[config.mk]
export PLATFORM = sky130hd
export DESIGN_NAME = gbb_row_mult
export DESIGN_NICKNAME = d
export VERILOG_FILES = /design/src/hdl/gbb_pkg.sv /design/src/hdl/gbb_row_mult.sv
export SDC_FILE = /design/constraint.sdc
export NUM_CORES = 1
export LEC_CHECK = 0
export BUFFER_PORTS_ARGS = -buffer_cell sky130_fd_sc_hd__clkbuf_2
export CAP_MARGIN = 40
export CORE_AREA = 3 3 110 112
export CTS_CLUSTER_DIAMETER = 80
export DETAILED_ROUTE_END_ITERATION = 7
export DIE_AREA = 0 0 113 115
export HOLD_SLACK_MARGIN = 0.06
export PLACE_DENSITY_LB_ADDON = 0.15
export SKIP_LAST_GASP = 1
export SLEW_MARGIN = 20
export SYNTH_ARGS = -nofsm -noshare
export SYNTH_HDL_FRONTEND = slang
export SYNTH_SLANG_ARGS = --single-unit
[constraint.sdc]
create_clock -name clk -period 4.65 [get_ports clk]
set_input_delay 0.6975 -clock clk [delete_from_list [all_inputs] [get_ports clk]]
set_output_delay 0.6975 -clock clk [all_outputs]
set_load 0.02 [all_outputs]
[src/hdl/gbb_pkg.sv]
package gbb_pkg;

    localparam int COORD_W  = 12;
    localparam int LB_W     = 14;
    localparam int ADDR_W   = 26;
    localparam int COLOR_W  = 32;
    localparam int BYTE_W   = 8;
    localparam int WBYTES_W = 3;
    localparam int CFG_IDX_W = 3;
    localparam int FMT_W    = 2;

    localparam int MAX_COORD_DEF      = 4095;
    localparam int MAX_LINE_BYTES_DEF = 16383;

    localparam logic [FMT_W-1:0] FMT_8BPP   = 2'd0;
    localparam logic [FMT_W-1:0] FMT_RGB565 = 2'd1;
    localparam logic [FMT_W-1:0] FMT_32BPP  = 2'd2;

    localparam logic [FMT_W-1:0]   RST_DEST_FORMAT = FMT_32BPP;
    localparam logic [LB_W-1:0]    RST_LINE_BYTES  = 14'd4096;
    localparam logic [COLOR_W-1:0] RST_FOREGROUND  = 32'h00FF_FFFF;
    localparam logic [COLOR_W-1:0] RST_BACKGROUND  = 32'h0000_0000;
    localparam logic [COORD_W-1:0] RST_GLYPH_WIDTH = 12'd1;

    typedef enum logic [CFG_IDX_W-1:0] {
        CFG_DEST_FORMAT,
        CFG_LINE_BYTES,
        CFG_FOREGROUND,
        CFG_BACKGROUND,
        CFG_GLYPH_LEFT,
        CFG_GLYPH_TOP,
        CFG_GLYPH_WIDTH,
        CFG_SOURCE_MONO
    } cfg_index_t;

    typedef struct packed {
        logic [FMT_W-1:0]   dest_format;
        logic [LB_W-1:0]    line_bytes;
        logic [COLOR_W-1:0] foreground_color;
        logic [COLOR_W-1:0] background_color;
        logic [COORD_W-1:0] glyph_left;
        logic [COORD_W-1:0] glyph_width;
        logic               source_mono;
    } gbb_cfg_t;

    typedef struct packed {
        logic               restart;
        logic               hold;
        logic               base_load;
        logic [ADDR_W-1:0]  base_addr;
    } gbb_ctrl_t;

    function automatic logic [COLOR_W-1:0] convert_color(logic [FMT_W-1:0] fmt,
                                                        logic [COLOR_W-1:0] c);
        logic [COLOR_W-1:0] res;
        unique case (fmt)
            FMT_8BPP:   res = {24'd0, c[7:0]};
            FMT_RGB565: res = {16'd0, c[23:19], c[15:10], c[7:3]};
            default:    res = c;
        endcase
        return res;
    endfunction

    function automatic logic [1:0] pixel_shift(logic [FMT_W-1:0] fmt);
        logic [1:0] res;
        unique case (fmt)
            FMT_8BPP:   res = 2'd0;
            FMT_RGB565: res = 2'd1;
            default:    res = 2'd2;
        endcase
        return res;
    endfunction

endpackage

[src/hdl/gbb_row_mult.sv]
module gbb_row_mult
    import gbb_pkg::*;
(
    input  logic               clk,
    input  logic               rst_n,
    input  logic               start,
    input  logic [COORD_W-1:0] top,
    input  logic [LB_W-1:0]    line_bytes,
    output logic               busy,
    output logic               done,
    output logic [ADDR_W-1:0]  product
);

    localparam int CNT_W = $clog2(COORD_W + 1);

    logic [ADDR_W-1:0]  acc_reg;
    logic [ADDR_W-1:0]  mcand_reg;
    logic [COORD_W-1:0] mplier_reg;
    logic [CNT_W-1:0]   cnt_reg;
    logic               busy_reg;
    logic               done_reg;
    logic [ADDR_W-1:0]  acc_next;

    // One multiplier bit per cycle, least significant first.
    assign acc_next = mplier_reg[0] ? acc_reg + mcand_reg : acc_reg;

    always_ff @(posedge clk or negedge rst_n)
    begin
        if (!rst_n)
        begin
            busy_reg <= 1'b0;
            done_reg <= 1'b0;
            cnt_reg  <= '0;
        end
        else
        begin
            done_reg <= 1'b0;
            if (start)
            begin
                busy_reg <= 1'b1;
                cnt_reg  <= CNT_W'(COORD_W);
            end
            else if (busy_reg)
            begin
                cnt_reg <= cnt_reg - 1'b1;
                if (cnt_reg == CNT_W'(1))
                begin
                    busy_reg <= 1'b0;
                    done_reg <= 1'b1;
                end
            end
        end
    end

    always_ff @(posedge clk)
    begin
        if (start)
        begin
            acc_reg    <= '0;
            mcand_reg  <= ADDR_W'(line_bytes);
            mplier_reg <= top;
        end
        else if (busy_reg)
        begin
            acc_reg    <= acc_next;
            mcand_reg  <= {mcand_reg[ADDR_W-2:0], 1'b0};
            mplier_reg <= {1'b0, mplier_reg[COORD_W-1:1]};
        end
    end

    assign busy    = busy_reg;
    assign done    = done_reg;
    assign product = acc_reg;

endmodule

# After elaboration in Yosys (flattened, before gate mapping)
# Index checks and enable logic that the tools add are counted.
[classes]
add_sub_neg = 2
n_eq_ne = 1
mux = 12
n_reduce_logical = 2
[op_table]
columns = ["operator", "count"]
rows = [
  ["2-to-1 mux 14 bit", 2],
  ["adder 26 bit", 1],
  ["2-to-1 mux 12 bit", 2],
  ["2-to-1 mux 4 bit", 2],
  ["2-to-1 mux 1 bit", 6],
  ["equality test 4 x 1 -> 1 bit, second input constant", 1],
  ["subtractor 4 x 1 -> 4 bit, second input constant", 1],
  ["AND reduction 2 bit", 1],
  ["nonzero test 2 bit", 1],
]
[word_totals]
reg_bits = 70
inputBits = 29
out_inout_bits = 28

# Longest topological paths before layout
# Gate-level depths: netlist of the first run.
[depth]
depth_word = 4
depth_mapped = 11
ltp_nobuf = 11

# Worst setup path after synthesis of the first run
# Ideal clock, no wire load.
[synth_timing]
path_kind = "register to register"
from = "register acc_reg[0], in the netlist product[0]"
to = "register acc_reg[24], in the netlist product[24]"
setup_time_ns = 0.117
t_arrival_ns = 2.384
path_slack_ns = 2.150
path_stages_with_launch = 12
path_buffers = 0
synth_period_minus_slack_ns = 2.500
cell_sequence = "dfxtp_1 ha_1 inv_1 fa_1 nor2b_4 o31ai_4 a32oi_2 a311o_1 o21ai_2 o41ai_2 xor2_1 a22o_1"
[synth_via]
elab_chain_len = 1
[synth_lines]
columns = ["item", "line", "text"]
rows = [
  ["start: declaration", "gbb_row_mult.sv:16", "logic [ADDR_W-1:0] acc_reg;"],
  ["start signal: assignment", "gbb_row_mult.sv:65", "acc_reg <= acc_next;"],
  ["adder 26 bit", "gbb_row_mult.sv:25", "assign acc_next = mplier_reg[0] ? acc_reg + mcand_reg : acc_reg;"],
]
# Every way passes these cells.
# A chain may end at the register's enable or synchronous reset.

# Final worst setup path of the first run
# Ends and elaborated chain as after synthesis.

==> results.txt, run 1 <==
The CTS buffer count is 9. For this design, the sink count on the clock tree is 70. The area enclosed by the die boundary came out at 13,000 um2.

The stage delay of the slowest cell on the critical path is 0.42 ns. The arrival time of the worst setup path came out at 2.79 ns. The DRC violation count after routing came out at 0. The critical path starts at product[0].

The top cell types in the final layout, fill and taps aside, are clkbuf_2, nand2_1, a21oi_1, dfxtp_1, nor2_1. The worst setup path is captured at a flop. Counting every instance in the synthesized netlist gives 392. The flow ran to the end, and the final reports show no timing, DRC or antenna violations. The y dimension of the die came out at 115 um. The core region is 11,320 um2. The maximum resistive drop on vdd is 0.1446 mV. The number of endpoints with negative hold slack in the final report is 0. Across all register-to-register paths, the minimum setup slack is 2.09 ns. The number of antenna repair diodes is 0. The worst register-to-register path ends at product[24]. The minimum clock period after layout came out at 2.565 ns. The share of the cycle needed by the critical path after routing is 0.5516.

The clock network latency to the later pin of the worst-skew pair came out at 0.33 ns. The part of the Yosys area used for sequential elements is 0.4340. The global-route wire length before repair came out at 14,520 um. The worst setup path is of the flop to flop kind. The top-level I/O count is 57.

The total number of H-tree levels came out at 3. In this run the clock root is driven by a clkbuf_16. The routed via count divided by cell count came out at 5.027. Setup violations remaining at the end of the flow were counted as 0. The detail-routed net length per standard cell came out at 14.60 um.

The final route contains 2,986 vias. TritonCTS built the clock tree. For this design, the CTS-stage hold fixing added 0 buffers. Once the clock tree was built, the setup fixing pass inserted 0 buffers. The clock passes through at most 2 buffers. The pin count of the biggest net entering global routing came out at 52. Traced cell by cell, the critical path runs through ha_1 -> inv_1 -> fa_1 -> nor2b_4 -> o31ai_4 -> a32oi_2 -> a311o_1 -> o21ai_2 -> o41ai_2 -> xor2_1 -> a22o_1. The post-placement worst setup slack is 2.080 ns. The transition time of the tightest slew-check pin came out at 0.7109 ns. The synthesis-to-layout area growth is 18.97%. The die outline width is 113 um. The ratio of cells with drive above 1 in the final layout came out at 0.2395. Hold timing on the final database bottoms out at a slack of 0.1838 ns.

Leaving out fill and tap cells, the most frequent cell in the layout is clkbuf_2. The DRC marker count from the first detailed-route iteration came out at 112. The met3 track utilization from global routing came out at 0.03526. The most critical setup path has its endpoint at product[24].

The post-cts gate resize count came out at 0. The power density over the cells is 418.7 nW/um2. The setup TNS after final layout came out at 0 ns. Timing would allow up to 389.9 MHz.

The number of cells on the worst reg-to-reg path is 11. The effective utilization at floorplan came out at 0.3443. Including well taps, the total number of placed cells is 578. Of all nets on the critical path, the largest fanout is 3.

For the worst setup path, the data required time is 4.88 ns. The final wirelength came out at 8675 um. The normalized max-slew margin came out at 0.5249. The post-route non-filler standard cell count came out at 594. Input and output buffers added on the ports amount to 56. The mapped netlist covers 3897 um2. Clock-pin slew was measured on the worst setup and hold paths at 0.06 ns. The final antenna-violating net count came out at 0. The HPWL after detailed placement came out at 6436 um.

The synthesized net count came out at 449. The overall global routing resource usage came out at 0.1404. The yosys synthesis warning count came out at 0. The worst setup path is launched from a flop. The cell with the largest stage delay on the worst path is fa_1.

In this run the core area contains 39 standard-cell rows. Ranked by total cell area, the synthesized netlist is headed by edfxtp_1, dfxtp_1, ha_1. Across all setup checks in the final design, the least slack found is 2.085 ns. The synthesized design spends more area on one cell type than any other, namely edfxtp_1. The standby leakage power is 0.002062 uW. The post-synthesis average cell area came out at 9.943 um2.

The number of slew-limit violations in the final report is 0. The first-pass iteration count of the detailed router came out at 4. Setup repair after global routing left no endpoint under its margin.

After the last flow step, the layout net total stands at 503. The met1 track demand over resource is 0.1791. The number of antenna violations at the first check in global routing is 0. The routability congestion estimate came out at 0.8513.

Summed over all layers, the global routing overflow is 0. The path class of the tightest hold or removal check is primary input to asynchronous set/reset pin. The netlist uses 50 different library cells. Across the run, the number of max-cap violations was 0. The worst setup skew after layout is 0.006821 ns. met2 is the most crowded layer.

The top-area cell type share of the netlist area is 0.2003. The number of global-route vias before repair came out at 2,935. The number of storage elements in the synthesis netlist is 70. The met2 demand-to-capacity share in global routing is 0.2224. In this run the critical register-to-register path is launched from product[0].
## where the power goes
| group | switching, uW | total [uW] | internal (uW) |
|---|---|---|---|
| combinational | 277 | 477 | 200 |
| clock | 273 | 717 | 445 |
| sequential | 45.6 | 747 | 701 |
## cell usage after synthesis, drive strengths merged
master and instances:
a21oi 43, nand2 43, dfxtp 38, nor2 36
ha 27, edfxtp 26, mux2 23, o21ai 19
xnor2 15, clkbuf 13, mux2i 12, a22o 10
inv 9, xor2 8, a21o 7, and3 7
dfrtp 6, o21a 6, and2 5, a211oi 4
a31oi 3, nand3 3, nor2b 3, o211ai 3
buf 2, nand4 2, nor3 2, o21bai 2
o31ai 2, or2 2, a21boi 1, a221oi 1
a311o 1, a32o 1, a32oi 1, a41oi 1
fa 1, nand2b 1, nor3b 1, nor4b 1
o41ai 1
## worst min path at each step
stage	to	cells past startpoint	from	slack, ns
2_1_floorplan	busy	0	rst_n	0.40
3_3_place_gp	product[0]	2	product[0]	0.46
3_5_place_dp	product[3]	2	product[3]	0.47
4_1_cts	cnt_reg[2]	1	rst_n	0.18
5_1_grt	cnt_reg[2]	1	rst_n	0.18
6_report	cnt_reg[2]	1	rst_n	0.18
## per-stage QoR
stage | total power [uW] | util | cell area (um2)
finish | 1941 | 0.4096 | 4637
global route | 2055 | 0.4096 | 4637
CTS | 1966 | 0.4096 | 4637
detailed placement | 1238 | 0.3812 | 4315
global placement | 1239 | 0.3812 | 4315
floorplan | 1113 | - | 3897
## layer usage
layer / part of all wire / wire (um)
met1: 0.47 / 4074
met3: 0.037 / 322
met4: 0.025 / 221
met5: 0 / 0
met2: 0.47 / 4056
## cell type report
class,instances,area [um2]
Clock buffer,12,289.0
Clock inverter,4,32.53
Fill cell,1163,6684
Inverter,9,33.78
Multi-Input combinational cell,298,2116
Sequential cell,70,1692
Tap cell,143,178.9
Timing Repair Buffer,58,295.3
## critical path, delay by kind of cell (launching register included)
kind,cells,cell delay (ns)
AO/OA/AOI/OAI,6,1.17
adder cells (fa/ha/maj),2,0.59
buffers and inverters,1,0.05
AND/OR/NAND/NOR,1,0.17
flip-flops,1,0.36
XOR/XNOR,1,0.10
## cells by family after synthesis
group	after synthesis	share of synthesized area
buffers and inverters	24	0.02311
multiplexers	35	0.09727
AND/OR/NAND/NOR	106	0.1207
XOR/XNOR	23	0.05169
AO/OA/AOI/OAI	106	0.1814
adder cells (fa/ha/maj)	28	0.09181
flip-flops	70	0.4340
Note: power is estimated with default switching activity, not from simulation.
==> run 2, diff against run 1 <==
- ABC_AREA: not set -> 1
- CORE_AREA: 3 3 110 112 -> 3 3 119 121
- DIE_AREA: 0 0 113 115 -> 0 0 122 124
- clock period: 4.65 -> 2.2 ns (I/O delays scaled with it)
==> run 2 against run 1 <==
Critical endpoint is now product[16]. First-iteration DRC count is 34% higher. Register-to-register slack worse by 1.9 ns. Clock skew hardly changed. Sequential power is 110% higher. Clock power is 120% higher. Clock-buffer cell count is 3 lower. Utilization is 0.077 points higher. Synthesized cell count is 73% higher. Via count is 42% higher. Flip-flop and latch count stayed put. Wire length is 43% higher.
==> results.txt, run 2 <==
On the final layout, the worst clock skew is 0.007046 ns. The post-synthesis mux area share came out at 0. At the end of routability-driven placement, the weighted congestion stood at 0.9020. The final wirelength came out at 12,390 um. Static timing analysis puts the maximum clock frequency at 505.0 MHz. The die outline width came out at 122 um. The number of endpoints with negative hold slack in the final report is 0. The share of the cycle needed by the critical path after routing is 0.9000. In this run the tightest slew margin relative to its limit is 0.6125. The detail-routed net length per standard cell came out at 13.48 um.

The area enclosed by the die boundary came out at 15,130 um2. The post-placement worst setup slack is 0.2030 ns. The site row count is 42. The global-route wire length before repair is 21,000 um. Buffers inserted during clock tree synthesis total 9. The peak fanout along the critical path came out at 3. The standby leakage power came out at 0.002896 uW. The total number of H-tree levels came out at 3.

The worst setup path is of the flop to flop kind. In this run the power density over the cells is 748.6 nW/um2. The area of placed instances came out at 5086 um2. The count of vias placed by the detailed router came out at 4,235. The number of global-route vias before repair came to 4,274. The most common cell after layout, fill and taps aside is nand2_1. The overall power of the completed layout is 4052 uW.

The xor/xnor share of the synthesized area came out at 0.01903. The Yosys step of the flow raised 0 warnings. The HPWL after detailed placement is 9583 um. The part of the Yosys area used for sequential elements came out at 0.3676. The number of antenna repair diodes came out at 0.

The async set or reset register ratio after synthesis came out at 0.08571. The number of flops mapped to enable cells by yosys came out at 26. The run finished with clean final reports.

The later pin in the worst-skew pair is clocked with a latency of 0.34 ns. The main combinational cell family by area after synthesis is simple AND/OR/NAND/NOR gates. The maximum resistive drop on vdd is 0.3827 mV. The tree is rooted in a clkbuf_16.

For this design, the sink count on the clock tree is 70. The synthesized net count came out at 737. The critical path goes through ha_2 -> inv_1 -> fa_1 -> inv_1 -> nand3_1 -> nand3_1 -> nand2_1 -> a21oi_1 -> nor2_1 -> nand2_1 -> nand3_1 -> nand2_1 -> inv_1. The compound-cell area share of the yosys netlist is 0.07912. The reported max-cap violation count came out at 0. Setup repair after global routing left no endpoint under its margin. After clock tree synthesis, the clock-pin slew on the worst setup and hold paths is 0.06 ns. The transition time of the tightest slew-check pin came out at 0.5813 ns. The slack of the critical path came out at 0.2200 ns. The top-area cell type share of the netlist area came out at 0.1827. After synthesis the netlist holds a flip-flop and latch count of 70. The stage delay of the slowest cell on the critical path came out at 0.40 ns. The number of setup buffers added after CTS is 0.

The worst setup path is captured at a flop. The first-pass iteration count of the detailed router came out at 7. The most repeated cell in the gate-level netlist after synthesis is nand2_1. The total non-filler cell area in the finished layout is 5413 um2. The top cell types in the final layout, fill and taps aside, are nand2_1, inv_1, nor2_1, clkbuf_2, nand3_1. TritonCTS built the clock tree.

The number of distinct standard cells referenced by the synthesized netlist is 39. The number of slew-limit violations in the final report is 0. The most used flip-flop cell after synthesis is dfxtp_1. The number of port buffers came out at 56.

For the finished layout, the period the worst path requires is 1.980 ns. The setup violation total in the final timing report is 0. After detailed routing, the number of remaining DRC violations is 0. The share of synthesized cell area in and, or, nand and nor gates is 0.3491.

STA classifies the critical path startpoint as a flop. The slowest stage of the critical path belongs to the cell fa_1. In this design, the largest share of critical-path delay is due to adder cells.

The ratio of cells with drive above 1 in the final layout came out at 0.1373. In this run the mean area of a mapped cell was 6.768 um2. The number of buffers between clock root and the deepest sink came out at 2. The leftover overflow at the end of global routing is 0.

The adder-cell share of the synthesized area is 0.07776. At the end of the flow, the number of nets in the layout was 795. The overall global routing resource usage is 0.1788. The commonest cells after synthesis are nand2_1, inv_1, nor2_1.

The setup TNS after final layout is 0 ns. The total buffers and inverters traversed by the critical path is 3. The path class of the tightest hold or removal check is primary input to flop.

The y dimension of the die came out at 124 um. Entering global routing, the biggest net connects 52 pins. The cell count after synthesis came out at 680. The DRC marker count from the first detailed-route iteration came out at 150. By area the synthesized netlist is led by nand2_1, edfxtp_1, dfxtp_1. The count of nets left with antenna violations once routing finished came out at 0. The top-level I/O count is 57. Compared with the post-synthesis result, the final layout area differs by 17.62%. For this configuration, the core starts out at a cell density of 0.3489. The biggest area contributor in the post-synthesis netlist is nand2_1. The area of the core came out at 13,190 um2. In this run the cell area of the synthesized design comes to 4602 um2. The minimum hold slack came out at 0.2516 ns. The routed via count divided by cell count is 4.608. The number of antenna violations at the first check in global routing is 0.

The arrival time of the worst setup path is 2.22 ns. The endpoint required time on the critical path is 2.44 ns.
[run 2: what timing repair did]
| action | CTS | global route |
|---|---|---|
| endpoints found under the setup margin | 0 | 2 |
| resized for setup | 0 | 1 |
| hold buffers | 1 | 0 |
| endpoints found under the hold margin | 6 | 0 |
[run 2: per-stage QoR]
stage	std cells	utilization
floorplan	680	-
finish	919	0.4104
detailed placement	902	0.3856
global route	919	0.4104
CTS	919	0.4102
global placement	902	0.3856
[run 2: final timing paths]
| path | start | endpoint | slack (ns) | depth (start not counted) |
|---|---|---|---|---|
| worst max-delay path | product[0] | product[16] | 0.22 | 13 |
| worst min-delay path | top[11] | mplier_reg[11] | 0.25 | 3 |
| worst max register to register | product[0] | product[16] | 0.22 | 13 |
| worst min register to register | cnt_reg[3] | cnt_reg[3] | 0.49 | 1 |
| max in group asynchronous | rst_n | cnt_reg[1] | 1.70 | 2 |
| min in group asynchronous | rst_n | done | 0.35 | 2 |
[run 2: report_power, final]
group / internal (uW) / switching, uW / total, uW
logic: 329 / 627 / 956
clock network: 984 / 568 / 1550
registers: 1460 / 79.9 / 1540
total: 2780 / 1270 / 4050
[run 2: logic make-up (layout without fill, tap and decap cells)]
logic type / count (synthesis) / in the layout
buffers and inverters: 128 / 191
AOI/OAI and AO/OA: 66 / 66
and+or+nand+nor: 378 / 378
xor gates and xnor gates: 10 / 10
adders and majority gates: 28 / 28
DFF: 70 / 70
[run 2: metal layers]
layer  GRT usage  share of wire  wire (um)
met5           0              0          0
met4     0.07843          0.025        313
met3     0.03134          0.045        562
met2      0.2880           0.44       5449
met1      0.2362           0.49       6065
[run 2: area by class of cell]
type	instances	area, um2
Clock buffer	9	225.2
Clock inverter	7	88.84
Fill cell	1384	7777
Inverter	112	420.4
Multi-Input combinational cell	482	2419
Sequential cell	70	1692
Tap cell	176	220.2
Timing Repair Buffer	63	347.8
[run 2: tightest hold or removal path, stage by stage]
cell and delay, ns:
clkbuf_2 0.07, nand2_1 0.04, inv_1 0.04
==> run 3, diff against run 2 <==
==> constraint.sdc (replaced) <==
create_clock -name clk -period 2.2 [get_ports clk]
set_input_delay 0.11 -clock clk [delete_from_list [all_inputs] [get_ports clk]]
set_output_delay 0.11 -clock clk [all_outputs]
set_load 0.02 [all_outputs]
==> run 3 against run 2 <==
Sequential share of layout area shrank 1.2 points. Clock-buffer cell count is the same. Sequential power about the same. Clock power fell by 5%. Clock skew grew 0.00077 ns. First-iteration DRC count is 27% higher. Largest cell class unchanged.
==> results.txt, run 3 (synthesized netlist as in run 2, its figures left out) <==
The worst hold path depth came out at 3. The number of cells on the worst reg-to-reg path is 13. The clock network fraction of design power is 0.367. The stage delay of the slowest cell on the critical path came out at 0.40 ns.

The worst path needs 2.013 ns of the cycle, external delays included. The net count of the finished layout is 819. The cell with the largest stage delay on the worst path is fa_1. The DRC violation count after routing is 0.

In this run the most critical hold path is launched from line_bytes[10]. The setup TNS after final layout came out at 0 ns. The total number of clock tree sinks is 70. The analysis attributes to net switching a power of 1310 uW. The leftover overflow at the end of global routing is 0.

The share of total power dissipated in sequential elements is 0.385. The effective utilization at floorplan is 0.3489. The top cell types in the final layout, fill and taps aside, are nand2_1, inv_1, nor2_1, clkbuf_2, nand3_1. The final antenna-violating net count is 0. Dividing the detail-routed via count by the number of cells gives 4.629. The arrival time of the worst setup path came out at 2.25 ns.

Pin placement for this block handled 57 I/O pins. The site row count is 42. The clock network latency to the later pin of the worst-skew pair is 0.34 ns. TritonCTS built the clock tree.

The clock transition at the registers of the reported paths is 0.06 ns. The final-layout fill cell count came out at 1,366. The die outline width is 122 um. The overall global routing resource usage came out at 0.1768. The worst hold path terminates at mcand_reg[10].

Between clock sinks in the finished design, the worst skew comes to 0.007821 ns. The share of total power dissipated in combinational logic is 0.248. The peak fanout along the critical path came out at 3. The share of the cycle needed by the critical path after routing came out at 0.9149.

For flop-to-flop paths, the worst setup slack is 0.19 ns. Headroom to the max-slew limit came out at 0.6197. The number of endpoints with negative hold slack in the final report came to 0. The cell sitting at the root of the clock tree is a clkbuf_16. The number of antenna violations at the first check in global routing is 0.

The standby leakage power is 0.002981 uW. The final wirelength is 12,640 um. The timing-limited maximum frequency came out at 496.8 MHz. The power density over the cells came out at 711.4 nW/um2.

The first detailed-routing pass took 5 iterations. STA classifies the critical path endpoint as a flop. In this run the critical register-to-register path is launched from product[0]. Setup violations remaining at the end of the flow were counted as 0. The maximum resistive drop on vdd came out at 0.5050 mV. In this run the critical register-to-register path is captured at product[24]. The detail-routed net length per standard cell is 13.41 um.

The area of the core came out at 13,190 um2. The count of vias placed by the detailed router came out at 4,365. The pin count of the biggest net entering global routing is 52.

The transition time of the tightest slew-check pin is 0.5704 ns. The run finished with clean final reports. The number of global-route vias before repair is 4,147.

Detailed placement ended at an HPWL of 9526 um. The number of setup buffers added after CTS is 0. The final design utilization is 0.4274.

The global-route wire length before repair came out at 20,620 um. The cell type group with the largest total delay on the critical path is simple AND/OR/NAND/NOR gates. The reported max-cap violation count is 0. The total number of H-tree levels came out at 3. The number of slew-limit violations in the final report came out at 0. The synthesis-to-layout area growth is 22.51%. The number of port buffers is 56. The total buffers and inverters traversed by the critical path is 3.

Routability-driven placement finished with a final weighted congestion of 0.8756. The area enclosed by the die boundary came out at 15,130 um2. The endpoint required time on the critical path came out at 2.44 ns. The number of buffers between clock root and the deepest sink is 2. The ratio of cells with drive above 1 in the final layout came out at 0.1343. The worst setup path is of the flop to flop kind.

The most common cell after layout, fill and taps aside is nand2_1. Setup repair after global routing left no endpoint under its margin. The signal on the critical path passes through ha_2 -> inv_1 -> fa_1 -> inv_1 -> nand3_1 -> nand3_1 -> nand2_1 -> nand2_2 -> nand2_1 -> nand4_1 -> nand3_1 -> nand2_1 -> inv_1. The y dimension of the die came out at 124 um. 0 antenna diodes ended up in the layout. The switching share of total power is 0.3267.

The DRC marker count from the first detailed-route iteration is 190. The type of element launching the critical path is a flop. Cell internal power was estimated by the tool at 2701 uW. In this run the worst hold path is classified as primary input to flop. In this run, CTS created clock tree buffers numbering 9.
run 3: worst max-delay path by stage:
stage | start | end | slack (ns) | cells past startpoint
finish | product[0] | product[24] | 0.19 | 13
global route | product[0] | product[24] | 0.02 | 13
CTS | product[0] | product[16] | 0.17 | 13
detailed placement | product[0] | product[16] | 0.23 | 13
global placement | product[0] | product[16] | 0.27 | 13
floorplan | busy | mcand_reg[0] | 0.05 | 4
run 3: power by group through the flow:
stage	registers (uW)	logic, uW	clock network [uW]
after floorplan	1620	627	0
after global placement	1570	956	0
after detailed placement	1570	961	0
after CTS	1550	1000	1510
after global routing	1560	1120	1560
final	1540	996	1470
run 3: worst min-delay path, stage by stage:
cell      delay, ns
clkbuf_2       0.07
nand2_1        0.05
nand2_1        0.07
run 3: repair_timing:
item	in CTS	in global routing
endpoints found under the hold margin	30	0
gates resized for setup	0	1
hold buffers	25	0
setup endpoints to repair	0	2
run 3: per-stage QoR:
step / setup WS [ns] / cells / hold slack [ns] / power, uW / instance area (um2)
after floorplan: 0.04949 / 680 / -0.1856 / 2244 / 4602
after detailed placement: 0.2258 / 902 / -0.05645 / 2535 / 5086
final: 0.1872 / 943 / 0.06483 / 4011 / 5638
after global routing: 0.01564 / 943 / 0.08175 / 4242 / 5638
after CTS: 0.1706 / 943 / 0.06383 / 4060 / 5635
after global placement: 0.2741 / 902 / -0.05869 / 2527 / 5086
run 3: final cells by class:
cell class / instances / area [um2] / share of cell area
timing repair buffer: 87 / 588.1 / 0.1043
inverter: 112 / 420.4 / 0.07457
tap: 176 / 220.2 / 0.03906
clock inverter: 7 / 73.82 / 0.01309
multi-input combinational: 482 / 2419 / 0.4290
sequential: 70 / 1692 / 0.3000
clock buffer: 9 / 225.2 / 0.03995
run 3: routing by layer:
layer  track usage  share of wire  up-vias
li1              -              -     2305
met2        0.2911           0.45      100
met3       0.03088          0.049       17
met1        0.2326           0.48     1943
met5             0              0        -
met4       0.06723          0.018        0
